==> src/hdl/lcmt_pkg.sv <==
`timescale 1ns / 1ps
`default_nettype none
// ----------------------------------------------------------------------------
// lcmt_pkg
// shared widths, register codes, motion codes and control structs for the
// load cell motion tracking and tare scaler
// ----------------------------------------------------------------------------
package lcmt_pkg;

    localparam int SAMPLE_BITS = 24;
    localparam int MSUM_W      = SAMPLE_BITS + 2;
    localparam int WSUM_W      = SAMPLE_BITS + 1;
    localparam int DIFF_W      = SAMPLE_BITS + 3;
    localparam int SCALE_W     = 24;
    localparam int GRAM_W      = 16;
    localparam int COUNT_W     = 16;
    localparam int WEIGHT_W    = 32;
    localparam int CFG_DATA_W  = 24;
    localparam int CFG_INDEX_W = 3;
    localparam int MODE_W      = 2;

    localparam int PROD_W = DIFF_W + SCALE_W;
    localparam int DB_W   = GRAM_W + 24;
    localparam int CMP_W  = (PROD_W > DB_W) ? PROD_W : DB_W;
    localparam int Q_W    = PROD_W + 1 - 16;
    localparam int SAT_W  = (Q_W > 33) ? Q_W : 33;
    localparam int DCMP_W = (DIFF_W > CFG_DATA_W) ? DIFF_W : CFG_DATA_W;

    localparam logic [PROD_W:0]    ROUND_HALF = (PROD_W + 1)'(32768);
    localparam logic [SAT_W-1:0]   NEG_LIMIT  = SAT_W'(64'h8000_0000);
    localparam logic [SAT_W-1:0]   POS_LIMIT  = SAT_W'(64'h7FFF_FFFF);
    localparam logic [COUNT_W-1:0] COUNT_MAX  = {COUNT_W{1'b1}};

    // motion codes
    localparam logic [MODE_W-1:0] MODE_IDLE   = 2'd0;
    localparam logic [MODE_W-1:0] MODE_MOVING = 2'd1;
    localparam logic [MODE_W-1:0] MODE_STABLE = 2'd2;

    // register indexes
    localparam logic [CFG_INDEX_W-1:0] REG_MOTION_LIMIT        = 3'd0;
    localparam logic [CFG_INDEX_W-1:0] REG_STABLE_TICKS        = 3'd1;
    localparam logic [CFG_INDEX_W-1:0] REG_AUTO_TARE_TICKS     = 3'd2;
    localparam logic [CFG_INDEX_W-1:0] REG_ZERO_BAND           = 3'd3;
    localparam logic [CFG_INDEX_W-1:0] REG_AUTO_TARE_MAX_GRAMS = 3'd4;
    localparam logic [CFG_INDEX_W-1:0] REG_MAIN_SCALE          = 3'd5;
    localparam logic [CFG_INDEX_W-1:0] REG_WASTE_SCALE         = 3'd6;

    // register reset values
    localparam logic [CFG_DATA_W-1:0] RST_MOTION_LIMIT        = 24'd1500;
    localparam logic [COUNT_W-1:0]    RST_STABLE_TICKS        = 16'd30;
    localparam logic [COUNT_W-1:0]    RST_AUTO_TARE_TICKS     = 16'd1800;
    localparam logic [GRAM_W-1:0]     RST_ZERO_BAND           = 16'd30;
    localparam logic [GRAM_W-1:0]     RST_AUTO_TARE_MAX_GRAMS = 16'd500;
    localparam logic [SCALE_W-1:0]    RST_MAIN_SCALE          = 24'd174751;
    localparam logic [SCALE_W-1:0]    RST_WASTE_SCALE         = 24'd111837;

    typedef logic signed [SAMPLE_BITS-1:0] cell_t;
    typedef logic signed [MSUM_W-1:0]      msum_t;
    typedef logic signed [WSUM_W-1:0]      wsum_t;
    typedef logic signed [DIFF_W-1:0]      diff_t;
    typedef logic signed [WEIGHT_W-1:0]    weight_t;

    typedef struct packed {
        logic [CFG_DATA_W-1:0] motion_limit;
        logic [COUNT_W-1:0]    stable_ticks;
        logic [COUNT_W-1:0]    auto_tare_ticks;
        logic [GRAM_W-1:0]     zero_band;
        logic [GRAM_W-1:0]     auto_tare_max_grams;
        logic [SCALE_W-1:0]    main_scale;
        logic [SCALE_W-1:0]    waste_scale;
    } cfg_t;

    typedef struct packed {
        logic                moved;
        logic                rezero;
        logic [MODE_W-1:0]   mode;
        logic [COUNT_W-1:0]  quiet_count;
        logic [COUNT_W-1:0]  idle_count;
    } motion_t;

endpackage
`default_nettype wire

==> src/hdl/lcmt_motion.sv <==
`timescale 1ns / 1ps
`default_nettype none
// ----------------------------------------------------------------------------
// lcmt_motion
// motion detect, quiet and idle counters, auto re-zero decision
// ----------------------------------------------------------------------------
module lcmt_motion
(
    input  wire lcmt_pkg::msum_t               msum,
    input  wire lcmt_pkg::msum_t               last_main_sum,
    input  wire logic [lcmt_pkg::MODE_W-1:0]   mode,
    input  wire logic [lcmt_pkg::COUNT_W-1:0]  quiet_count,
    input  wire logic [lcmt_pkg::COUNT_W-1:0]  idle_count,
    input  wire lcmt_pkg::weight_t             main_grams,
    input  wire lcmt_pkg::cfg_t                cfg,
    output lcmt_pkg::motion_t                  motion
);

    lcmt_pkg::diff_t                   d;
    logic [lcmt_pkg::DIFF_W-1:0]       delta;
    logic [lcmt_pkg::COUNT_W-1:0]      quiet_inc;
    logic [lcmt_pkg::COUNT_W-1:0]      idle_inc;
    lcmt_pkg::weight_t                 tare_limit;
    logic                              below_limit;

    always_comb
    begin
        d     = lcmt_pkg::DIFF_W'(msum) - lcmt_pkg::DIFF_W'(last_main_sum);
        delta = d[lcmt_pkg::DIFF_W-1] ? lcmt_pkg::DIFF_W'(-d) : lcmt_pkg::DIFF_W'(d);

        quiet_inc = (quiet_count == lcmt_pkg::COUNT_MAX) ? quiet_count
                                                         : quiet_count + 1'b1;
        idle_inc  = (idle_count == lcmt_pkg::COUNT_MAX) ? idle_count
                                                        : idle_count + 1'b1;

        // grams limit in q8, never negative
        tare_limit  = $signed({8'd0, cfg.auto_tare_max_grams, 8'd0});
        below_limit = main_grams < tare_limit;

        motion.moved       = lcmt_pkg::DCMP_W'(delta)
                             > lcmt_pkg::DCMP_W'(cfg.motion_limit);
        motion.rezero      = 1'b0;
        motion.mode        = mode;
        motion.quiet_count = quiet_count;
        motion.idle_count  = idle_count;

        if (motion.moved)
        begin
            motion.mode        = lcmt_pkg::MODE_MOVING;
            motion.quiet_count = '0;
            motion.idle_count  = '0;
        end
        else if (mode == lcmt_pkg::MODE_MOVING)
        begin
            motion.quiet_count = quiet_inc;
            if (quiet_inc >= cfg.stable_ticks)
            begin
                motion.mode = lcmt_pkg::MODE_STABLE;
            end
        end
        else
        begin
            motion.mode       = lcmt_pkg::MODE_IDLE;
            motion.idle_count = idle_inc;
            if ((idle_inc >= cfg.auto_tare_ticks) && below_limit)
            begin
                motion.rezero     = 1'b1;
                motion.idle_count = '0;
            end
        end
    end

endmodule
`default_nettype wire

==> config.mk <==
export PLATFORM = sky130hd
export DESIGN_NAME = lcmt_motion
export DESIGN_NICKNAME = d
export VERILOG_FILES = /design/src/hdl/lcmt_pkg.sv /design/src/hdl/lcmt_motion.sv
export SDC_FILE = /design/constraint.sdc
export NUM_CORES = 1
export LEC_CHECK = 0
export BUFFER_PORTS_ARGS = -buffer_cell sky130_fd_sc_hd__buf_2
export CAP_MARGIN = 20
export CORE_MARGIN = 1.5
export CORE_UTILIZATION = 35
export DETAILED_ROUTE_END_ITERATION = 7
export GPL_ROUTABILITY_DRIVEN = 0
export PLACE_DENSITY_LB_ADDON = 0.08
export SLEW_MARGIN = 15
export SYNTH_ARGS = -nofsm -noshare
export SYNTH_HDL_FRONTEND = slang
export SYNTH_SLANG_ARGS = --single-unit
==> constraint.sdc <==
create_clock -name vclk -period 8.64
set_input_delay 1.728 -clock vclk [all_inputs]
set_output_delay 1.728 -clock vclk [all_outputs]
set_load 0.02 [all_outputs]
==> flow_metrics.py <==
metrics = {
    "outcome": {
        "status": "completed",
    },
    "worst_setup_path": {
        "path_max_fanout": 8,
        "worstPathRequired_ns": 6.91,
        "startpoint_type": "input pin",
        "cp-end-kind": "primary output",
        "critPathKind": "in2out",
        "cp-startpoint": "msum[0]",
        "critPathArrivalTime_ns": 6.60,
    },
    "logic_synthesis": {
        "synth_nets": 1211,
        "yosys_warnings": 0,
        "synthCells": 856,
        "syn_area_per_cell_um2": 6.52,
        "ys_seq_area_share_pct": 0,
        "syn_area_mm2": 0.00559,
        "synth_cell_type_count": 67,
    },
    "sta": {
        "max_clock_freq_ghz": 0.120,
        "max-slew-margin-rel_pct": 59.9,
        "holdWs_ns": 3.84,
        "layout_min_cycle_time_ns": 8.33,
        "hold_violations": 0,
        "tightestPinTransition_ns": 0.601,
        "setup_violations": 0,
        "drv_slew": 0,
        "timing.final.crit_share_pct": 96.4,
    },
    "final_layout": {
        "nets": 1426,
        "antenna_cells": 0,
        "fillers": 1739,
        "register_area_um2": 0,
        "syn_to_final_growth_pct": 27.6,
        "layout.cells.most_common": "buf_2",
        "fin_util_pct": 46.4,
        "fin_cells": 1280,
        "clockBufferCount": 0,
        "nFlopsAndLatches": 0,
        "mostFrequentLayoutCells": "buf_2 (209), inv_1 (107), ha_1 (100)",
        "fin_area_mm2": 0.00713,
        "multi_input_area_mm2": 0.00512,
        "drive_gt1_share_pct": 26.2,
    },
    "grt": {
        "antenna_found_initial": 0,
        "grt_overflow": 0,
        "grt_usage_pct": 18.7,
        "grt_pass1_wl_um": 26500,
        "grt_max_degree": 20,
        "grt_pass1_vias": 5721,
    },
    "place": {
        "placed_area_mm2": 0.00699,
        "io_buffers": 218,
        "place_inst": 1275,
        "hpwlAfterDp_um": 14500,
    },
    "routing": {
        "drt_iter0_drc": 268,
        "drtPass1Iterations": 4,
        "vias_per_cell": 5.05,
        "vias": 6468,
        "wl_per_cell_um": 13.1,
        "drt_wl_total_um": 16800,
        "drtAntennaViolNets": 0,
        "drc_errors": 0,
    },
    "floorplan": {
        "die_h_um": 129,
        "fp-row-count": 45,
        "fp.dieW_um": 129,
        "die_area_mm2": 0.0167,
        "initial_utilization_pct": 36.3,
        "core_area_mm2": 0.0154,
        "io_pins": 290,
    },
    "flow_run": {
        "drv_cap": 0,
    },
    "pwr": {
        "peakVddDrop_uv": 27.2,
        "powerDensity_mw_per_mm2": 83.2,
        "power.leakage_nw": 3.77,
        "total_power_w": 0.000593,
    },
    "hold_path": {
        "hp-class": "in2out",
        "hp-start": "quiet_count[1]",
    },
}
==> routing by layer <==
layer / share of wire (%) / up-vias / track usage (%)
met3: 3.9 / 12 / 0.0413
met2: 49 / 164 / 36.1
met1: 46 / 2857 / 24.2
li1: - / 3435 / -
met5: 0 / - / 0
met4: 0.82 / 0 / 1.32
==> logic make-up after synthesis <==
family                   count (synthesis)  share of synthesized area (%)
AO/OA/AOI/OAI                          206                           25.1
XOR/XNOR                                78                           12.2
adder cells (fa/ha/maj)                101                           22.8
buffers and inverters                  140                           9.86
multiplexers                             6                           1.14
AND/OR/NAND/NOR                        325                           28.9
==> critical path: stages <==
cell and delay (ns):
buf_2 0.09, inv_1 0.04, ha_1 0.17, inv_1 0.07, fa_2 0.35, a21o_1 0.20, a221o_1 0.37, a21oi_1 0.22
xor2_1 0.30, nand4_1 0.20, nor4_4 0.41, and2_4 0.22, nor2_1 0.05, xnor2_1 0.12, ha_1 0.32, nand4_1 0.11
nor2_2 0.07, and3_1 0.18, o21ai_1 0.13, o211ai_1 0.16, a221oi_2 0.26, a31o_2 0.18, buf_6 0.14, o211ai_4 0.16
a21oi_1 0.17, buf_4 0.16
==> through the flow <==
step                setup TNS [ns]  worst slack (ns)
floorplan                        0             0.657
finish                           0             0.313
global route               -0.0348           -0.0230
detailed placement               0             0.116
global placement                 0             0.147
CTS                              0            0.0968
==> area by class of cell <==
| type | instances | area share (%) |
|---|---|---|
| well taps | 211 | 3.70 |
| multi-input cells | 717 | 71.8 |
| repair buffers | 245 | 18.9 |
| inverters | 107 | 5.64 |
==> final timing paths <==
path	end	slack [ns]	cells past startpoint
max	motion[1]	0.31	26
min	motion[17]	3.84	4
==> cells in the mapped netlist (all sizes together) (2+ instances only) <==
cell | number | area [µm²]
inv | 107 | 402
ha | 100 | 1250
nor2 | 82 | 308
nand2 | 80 | 300
a21oi | 64 | 320
xnor2 | 46 | 403
nand3 | 35 | 175
a21o | 33 | 248
o21ai | 33 | 169
xor2 | 32 | 280
clkbuf | 28 | 105
nor3 | 26 | 135
nand4 | 20 | 138
nor2b | 16 | 100
and3 | 14 | 87.6
a211oi | 13 | 97.6
nand2b | 11 | 68.8
or3 | 11 | 73.8
a31oi | 9 | 62.6
and2 | 9 | 56.3
nor4 | 9 | 77.6
o211ai | 8 | 73.8
a221oi | 5 | 50.0
buf | 5 | 43.8
o2111ai | 5 | 43.8
o21a | 5 | 37.5
a2111oi | 4 | 53.8
and4 | 4 | 35.0
o22ai | 4 | 25.0
a21boi | 3 | 22.5
a31o | 3 | 26.3
mux2 | 3 | 33.8
mux2i | 3 | 30.0
or2 | 3 | 18.8
a211o | 2 | 17.5
a41oi | 2 | 17.5
==> repair_timing <==
action / CTS / global route
buffers inserted: 0 / 4
gates resized for setup: 0 / 26
hold buffers: 0 / 0
endpoints found under the setup margin: 0 / 34
==> power by group <==
part / total (W) / internal [W] / leakage [nW] / switching [W]
clock network: 0 / 0 / 0 / 0
registers: 0 / 0 / 0 / 0
logic: 0.000593 / 0.000264 / 3.77 / 0.000329
(Power assumes the default switching activity.)
