## src/hdl/lcmt_pkg.sv

```systemverilog
`timescale 1ns / 1ps
`default_nettype none
// ----------------------------------------------------------------------------
// lcmt_pkg
// shared widths, register codes, motion codes and control structs for the
// load cell motion tracking and tare scaler
// ----------------------------------------------------------------------------
package lcmt_pkg;

    localparam int SAMPLE_BITS = 24;
    localparam int MSUM_W      = SAMPLE_BITS + 2;
    localparam int WSUM_W      = SAMPLE_BITS + 1;
    localparam int DIFF_W      = SAMPLE_BITS + 3;
    localparam int SCALE_W     = 24;
    localparam int GRAM_W      = 16;
    localparam int COUNT_W     = 16;
    localparam int WEIGHT_W    = 32;
    localparam int CFG_DATA_W  = 24;
    localparam int CFG_INDEX_W = 3;
    localparam int MODE_W      = 2;

    localparam int PROD_W = DIFF_W + SCALE_W;
    localparam int DB_W   = GRAM_W + 24;
    localparam int CMP_W  = (PROD_W > DB_W) ? PROD_W : DB_W;
    localparam int Q_W    = PROD_W + 1 - 16;
    localparam int SAT_W  = (Q_W > 33) ? Q_W : 33;
    localparam int DCMP_W = (DIFF_W > CFG_DATA_W) ? DIFF_W : CFG_DATA_W;

    localparam logic [PROD_W:0]    ROUND_HALF = (PROD_W + 1)'(32768);
    localparam logic [SAT_W-1:0]   NEG_LIMIT  = SAT_W'(64'h8000_0000);
    localparam logic [SAT_W-1:0]   POS_LIMIT  = SAT_W'(64'h7FFF_FFFF);
    localparam logic [COUNT_W-1:0] COUNT_MAX  = {COUNT_W{1'b1}};

    // motion codes
    localparam logic [MODE_W-1:0] MODE_IDLE   = 2'd0;
    localparam logic [MODE_W-1:0] MODE_MOVING = 2'd1;
    localparam logic [MODE_W-1:0] MODE_STABLE = 2'd2;

    // register indexes
    localparam logic [CFG_INDEX_W-1:0] REG_MOTION_LIMIT        = 3'd0;
    localparam logic [CFG_INDEX_W-1:0] REG_STABLE_TICKS        = 3'd1;
    localparam logic [CFG_INDEX_W-1:0] REG_AUTO_TARE_TICKS     = 3'd2;
    localparam logic [CFG_INDEX_W-1:0] REG_ZERO_BAND           = 3'd3;
    localparam logic [CFG_INDEX_W-1:0] REG_AUTO_TARE_MAX_GRAMS = 3'd4;
    localparam logic [CFG_INDEX_W-1:0] REG_MAIN_SCALE          = 3'd5;
    localparam logic [CFG_INDEX_W-1:0] REG_WASTE_SCALE         = 3'd6;

    // register reset values
    localparam logic [CFG_DATA_W-1:0] RST_MOTION_LIMIT        = 24'd1500;
    localparam logic [COUNT_W-1:0]    RST_STABLE_TICKS        = 16'd30;
    localparam logic [COUNT_W-1:0]    RST_AUTO_TARE_TICKS     = 16'd1800;
    localparam logic [GRAM_W-1:0]     RST_ZERO_BAND           = 16'd30;
    localparam logic [GRAM_W-1:0]     RST_AUTO_TARE_MAX_GRAMS = 16'd500;
    localparam logic [SCALE_W-1:0]    RST_MAIN_SCALE          = 24'd174751;
    localparam logic [SCALE_W-1:0]    RST_WASTE_SCALE         = 24'd111837;

    typedef logic signed [SAMPLE_BITS-1:0] cell_t;
    typedef logic signed [MSUM_W-1:0]      msum_t;
    typedef logic signed [WSUM_W-1:0]      wsum_t;
    typedef logic signed [DIFF_W-1:0]      diff_t;
    typedef logic signed [WEIGHT_W-1:0]    weight_t;

    typedef struct packed {
        logic [CFG_DATA_W-1:0] motion_limit;
        logic [COUNT_W-1:0]    stable_ticks;
        logic [COUNT_W-1:0]    auto_tare_ticks;
        logic [GRAM_W-1:0]     zero_band;
        logic [GRAM_W-1:0]     auto_tare_max_grams;
        logic [SCALE_W-1:0]    main_scale;
        logic [SCALE_W-1:0]    waste_scale;
    } cfg_t;

    typedef struct packed {
        logic                moved;
        logic                rezero;
        logic [MODE_W-1:0]   mode;
        logic [COUNT_W-1:0]  quiet_count;
        logic [COUNT_W-1:0]  idle_count;
    } motion_t;

endpackage
`default_nettype wire

```

## src/hdl/lcmt_cfg_regs.sv

```systemverilog
`timescale 1ns / 1ps
`default_nettype none
// ----------------------------------------------------------------------------
// lcmt_cfg_regs
// configuration register file, written by index, no read-back
// ----------------------------------------------------------------------------
module lcmt_cfg_regs
(
    input  wire logic                              clk,
    input  wire logic                              rst_n,
    input  wire logic                              cfg_write,
    input  wire logic [lcmt_pkg::CFG_INDEX_W-1:0]  cfg_index,
    input  wire logic [lcmt_pkg::CFG_DATA_W-1:0]   cfg_data,
    output lcmt_pkg::cfg_t                         cfg
);

    lcmt_pkg::cfg_t cfg_reg;
    lcmt_pkg::cfg_t cfg_next;

    always_comb
    begin
        cfg_next = cfg_reg;
        if (cfg_write)
        begin
            case (cfg_index)
                lcmt_pkg::REG_MOTION_LIMIT:
                    cfg_next.motion_limit = cfg_data;
                lcmt_pkg::REG_STABLE_TICKS:
                    cfg_next.stable_ticks = cfg_data[lcmt_pkg::COUNT_W-1:0];
                lcmt_pkg::REG_AUTO_TARE_TICKS:
                    cfg_next.auto_tare_ticks = cfg_data[lcmt_pkg::COUNT_W-1:0];
                lcmt_pkg::REG_ZERO_BAND:
                    cfg_next.zero_band = cfg_data[lcmt_pkg::GRAM_W-1:0];
                lcmt_pkg::REG_AUTO_TARE_MAX_GRAMS:
                    cfg_next.auto_tare_max_grams = cfg_data[lcmt_pkg::GRAM_W-1:0];
                lcmt_pkg::REG_MAIN_SCALE:
                    cfg_next.main_scale = cfg_data[lcmt_pkg::SCALE_W-1:0];
                lcmt_pkg::REG_WASTE_SCALE:
                    cfg_next.waste_scale = cfg_data[lcmt_pkg::SCALE_W-1:0];
                default:
                    cfg_next = cfg_reg;
            endcase
        end
    end

    always_ff @(posedge clk or negedge rst_n)
    begin
        if (!rst_n)
        begin
            cfg_reg.motion_limit        <= lcmt_pkg::RST_MOTION_LIMIT;
            cfg_reg.stable_ticks        <= lcmt_pkg::RST_STABLE_TICKS;
            cfg_reg.auto_tare_ticks     <= lcmt_pkg::RST_AUTO_TARE_TICKS;
            cfg_reg.zero_band           <= lcmt_pkg::RST_ZERO_BAND;
            cfg_reg.auto_tare_max_grams <= lcmt_pkg::RST_AUTO_TARE_MAX_GRAMS;
            cfg_reg.main_scale          <= lcmt_pkg::RST_MAIN_SCALE;
            cfg_reg.waste_scale         <= lcmt_pkg::RST_WASTE_SCALE;
        end
        else
        begin
            cfg_reg <= cfg_next;
        end
    end

    assign cfg = cfg_reg;

endmodule
`default_nettype wire

```

## config.mk

```make
export PLATFORM = sky130hd
export DESIGN_NAME = lcmt_cfg_regs
export DESIGN_NICKNAME = d
export VERILOG_FILES = /design/src/hdl/lcmt_pkg.sv /design/src/hdl/lcmt_cfg_regs.sv
export SDC_FILE = /design/constraint.sdc
export NUM_CORES = 1
export LEC_CHECK = 0
export BUFFER_PORTS_ARGS = -buffer_cell sky130_fd_sc_hd__buf_2
export CORE_MARGIN = 3
export CORE_UTILIZATION = 51
export DETAILED_ROUTE_END_ITERATION = 8
export HOLD_SLACK_MARGIN = 0.03
export PLACE_DENSITY_LB_ADDON = 0.1
export RECOVER_POWER = 25
export SLEW_MARGIN = 20
export SYNTH_ARGS = -nofsm -noshare
export SYNTH_HDL_FRONTEND = slang
export SYNTH_SLANG_ARGS = --single-unit
```

## constraint.sdc

```tcl
create_clock -name clk -period 0.95 [get_ports clk]
set_clock_uncertainty 0.05 [all_clocks]
set_input_delay 0.0475 -clock clk [delete_from_list [all_inputs] [get_ports clk]]
set_output_delay 0.0475 -clock clk [all_outputs]
set_load 0.02 [all_outputs]
```

==> impl_metrics.py <==
metrics = {
    "route": {
        "drtIter0Drc": 146,
        "drt-pass1-iter-count": 6,
        "final_antenna_net_count": 0,
        "avgRoutedWirePerCell_um": 24.15,
        "viasPerCell": 5.225,
        "vias": 3699,
        "drc": 0,
        "wirelength_um": 17100,
    },
    "global_route": {
        "grt_pass1_wl_um": 23480,
        "grt_max_degree": 39,
        "grt_pass1_vias": 4112,
        "antenna_found_initial": 0,
        "grt_overflow": 0,
        "grt.total_usage_pct": 27.64,
    },
    "yosys": {
        "syn_inst": 296,
        "yosysTopAreaCell": "dfrtp_1",
        "ys_ff_latch": 136,
        "synth_fp_nets": 326,
        "synth_area_mm2": 0.005315,
        "ys_top_cells_by_area": "dfrtp_1 42%, dfstp_2 23%, mux2_2 19%",
        "synth_top_area_share_pct": 41.90,
        "synth.yosys.seq_area_share_pct": 65.14,
        "avgSynthCellArea_um2": 17.96,
        "yosysWarnings": 0,
        "netlist-cell-type-count": 13,
    },
    "setup_path": {
        "path_cells": "buf_6",
        "reg2reg_to": "cfg[93]",
        "slowest_delay_ns": 0.56,
        "crit_path_top_delay_cell": "dfstp_2",
        "crit_required_ns": 0.85,
        "worst_setup_path_end_kind": "primary output",
        "worstReg2RegStart": "cfg[93]",
        "r2r_cells": 2,
        "cp_num_buf_inv": 1,
        "crit_fanout": 2,
        "rrSetupSlack_ns": -0.08,
        "crit_type": "reg -> out",
        "cp-start-kind": "register",
        "cp.arrival_ns": 1.21,
        "crit_family": "flip-flops",
    },
    "sta": {
        "slew_viol_final": 0,
        "setup_ws_ns": -0.3555,
        "fin_crit_sh_pct": 137.4,
        "rsz0062_at_grt": "true",
        "hold_viol": 3,
        "finalSetupViolations": 176,
        "hold_ws_ns": -0.0007142,
        "fmax_mhz": 766.0,
        "period_minus_slack_ns": 1.305,
        "slew_headroom_pct": 64.40,
        "worst_pin_slew_ns": 0.5339,
    },
    "layout": {
        "drive_gt1_share_pct": 80.00,
        "nNetsFinal": 592,
        "syn2layout_area_growth_pct": 68.46,
        "antenna_cells": 0,
        "largest_reg_flops": 136,
        "stdcell_area_mm2": 0.008954,
        "mostFrequentLayoutCell": "buf_6",
        "instances_no_fill": 708,
        "final_cell_mix": "162 x buf_6, 89 x dfrtp_1, 79 x mux2_4",
    },
    "job": {
        "cap_violations": 0,
    },
    "power_and_ir_drop": {
        "leakage_nw": 4.249,
        "power_density_mw_per_mm2": 2635,
        "ir_worst_vdd_uv": 1517,
    },
    "die": {
        "die_w_um": 108.1,
        "dieArea_mm2": 0.01168,
        "rows": 36,
        "num_io_pins": 166,
        "core_area_mm2": 0.009955,
        "initial_core_util_pct": 53.39,
        "die_y_um": 108.1,
    },
    "placed_design": {
        "port_buffers": 165,
        "place.gp.congestion": 0.7489,
        "placed_area_mm2": 0.006710,
        "dpl.hpwl_um": 8323,
        "dp.cells": 596,
    },
    "clock_network": {
        "clk-insertion-delay-late_ns": 0.53,
        "clkSlewWorstSetupHoldPaths_ns": 0.06,
        "htree_levels": 4,
        "ctsLongestPathBuffers": 2,
        "clockRootBuffer": "clkbuf_8",
        "cts_buffers": 17,
        "cts_tree": "done",
        "cts.sinks": 136,
        "hold_buffers": 25,
    },
    "worst_hold_path": {
        "hold_class": "in -> async",
    },
    "run_status": {
        "violations": "hold timing, setup timing",
        "outcome": "finished with violations",
    },
}
==> Yosys cell counts, drive strengths merged <==
cell type,number
mux2,136
dfstp,47
dfrtp,89
buf,17
nand4b,3
nor4b,1
nor4bb,3
==> report_power, final <==
part	switching, W	internal [W]	total, W
Sequential	0.00115	0.00742	0.00857
Clock	0.00264	0.00437	0.00701
Combinational	0.00335	0.00466	0.00801
Total	0.00714	0.0165	0.0236
==> stage by stage <==
| step | utilization, % | setup slack, ns | power [W] | setup TNS (ns) |
|---|---|---|---|---|
| floorplan | - | -0.3655 | 0.01141 | -22.13 |
| global placement | 67.41 | -0.3950 | 0.01326 | -38.58 |
| detailed placement | 67.41 | -0.4214 | 0.01339 | -43.00 |
| CTS | 87.48 | -0.3667 | 0.02269 | -36.03 |
| global route | 89.94 | -0.3803 | 0.02436 | -41.05 |
| finish | 89.94 | -0.3555 | 0.02359 | -36.11 |
==> worst register-to-register path: stages (launching register included) <==
cell     delay [ns]
dfrtp_1        0.43
buf_6          0.15
mux2_4         0.28
==> metal layers <==
| layer | GRT usage [%] | vias to the layer above | wire length (µm) |
|---|---|---|---|
| met5 | 0 | - | 0 |
| met4 | 11.00 | 0 | 449 |
| met3 | 7.940 | 36 | 1054 |
| met2 | 48.36 | 154 | 8935 |
| met1 | 32.04 | 1924 | 6661 |
| li1 | - | 1585 | - |
==> what timing repair did <==
| action | CTS | global route |
|---|---|---|
| gates resized for setup | 273 | 35 |
| endpoints found under the setup margin | 136 | 170 |
| endpoints found under the hold margin | 272 | 10 |
| setup buffers | 36 | 27 |
==> final cells by class <==
class / instances / area, µm²
timing repair buffer: 264 / 2713
clock buffer: 22 / 484.2
sequential: 136 / 3462
clock inverter: 10 / 138.9
tap: 133 / 166.4
multi-input combinational: 143 / 1989
fill: 365 / 1001
==> worst max-delay path by stage <==
stage          slack [ns]       end  cells after the start          from
6_report            -0.36   cfg[68]                      1       cfg[68]
3_3_place_gp        -0.39  cfg[121]                      4  cfg_index[1]
2_1_floorplan       -0.37  cfg[112]                      4  cfg_index[1]
4_1_cts             -0.37   cfg[50]                      1       cfg[50]
5_1_grt             -0.38   cfg[15]                      1       cfg[15]
3_5_place_dp        -0.42  cfg[124]                      4  cfg_index[1]
==> cells by family after synthesis <==
kind of cell           Yosys count  share of synthesized area (%)
flip-flops                     136                          65.14
AND/OR/NAND/NOR                  7                          2.024
buffers and inverters           17                          2.613
multiplexers                   136                          30.23
(Power assumes the default switching activity.)
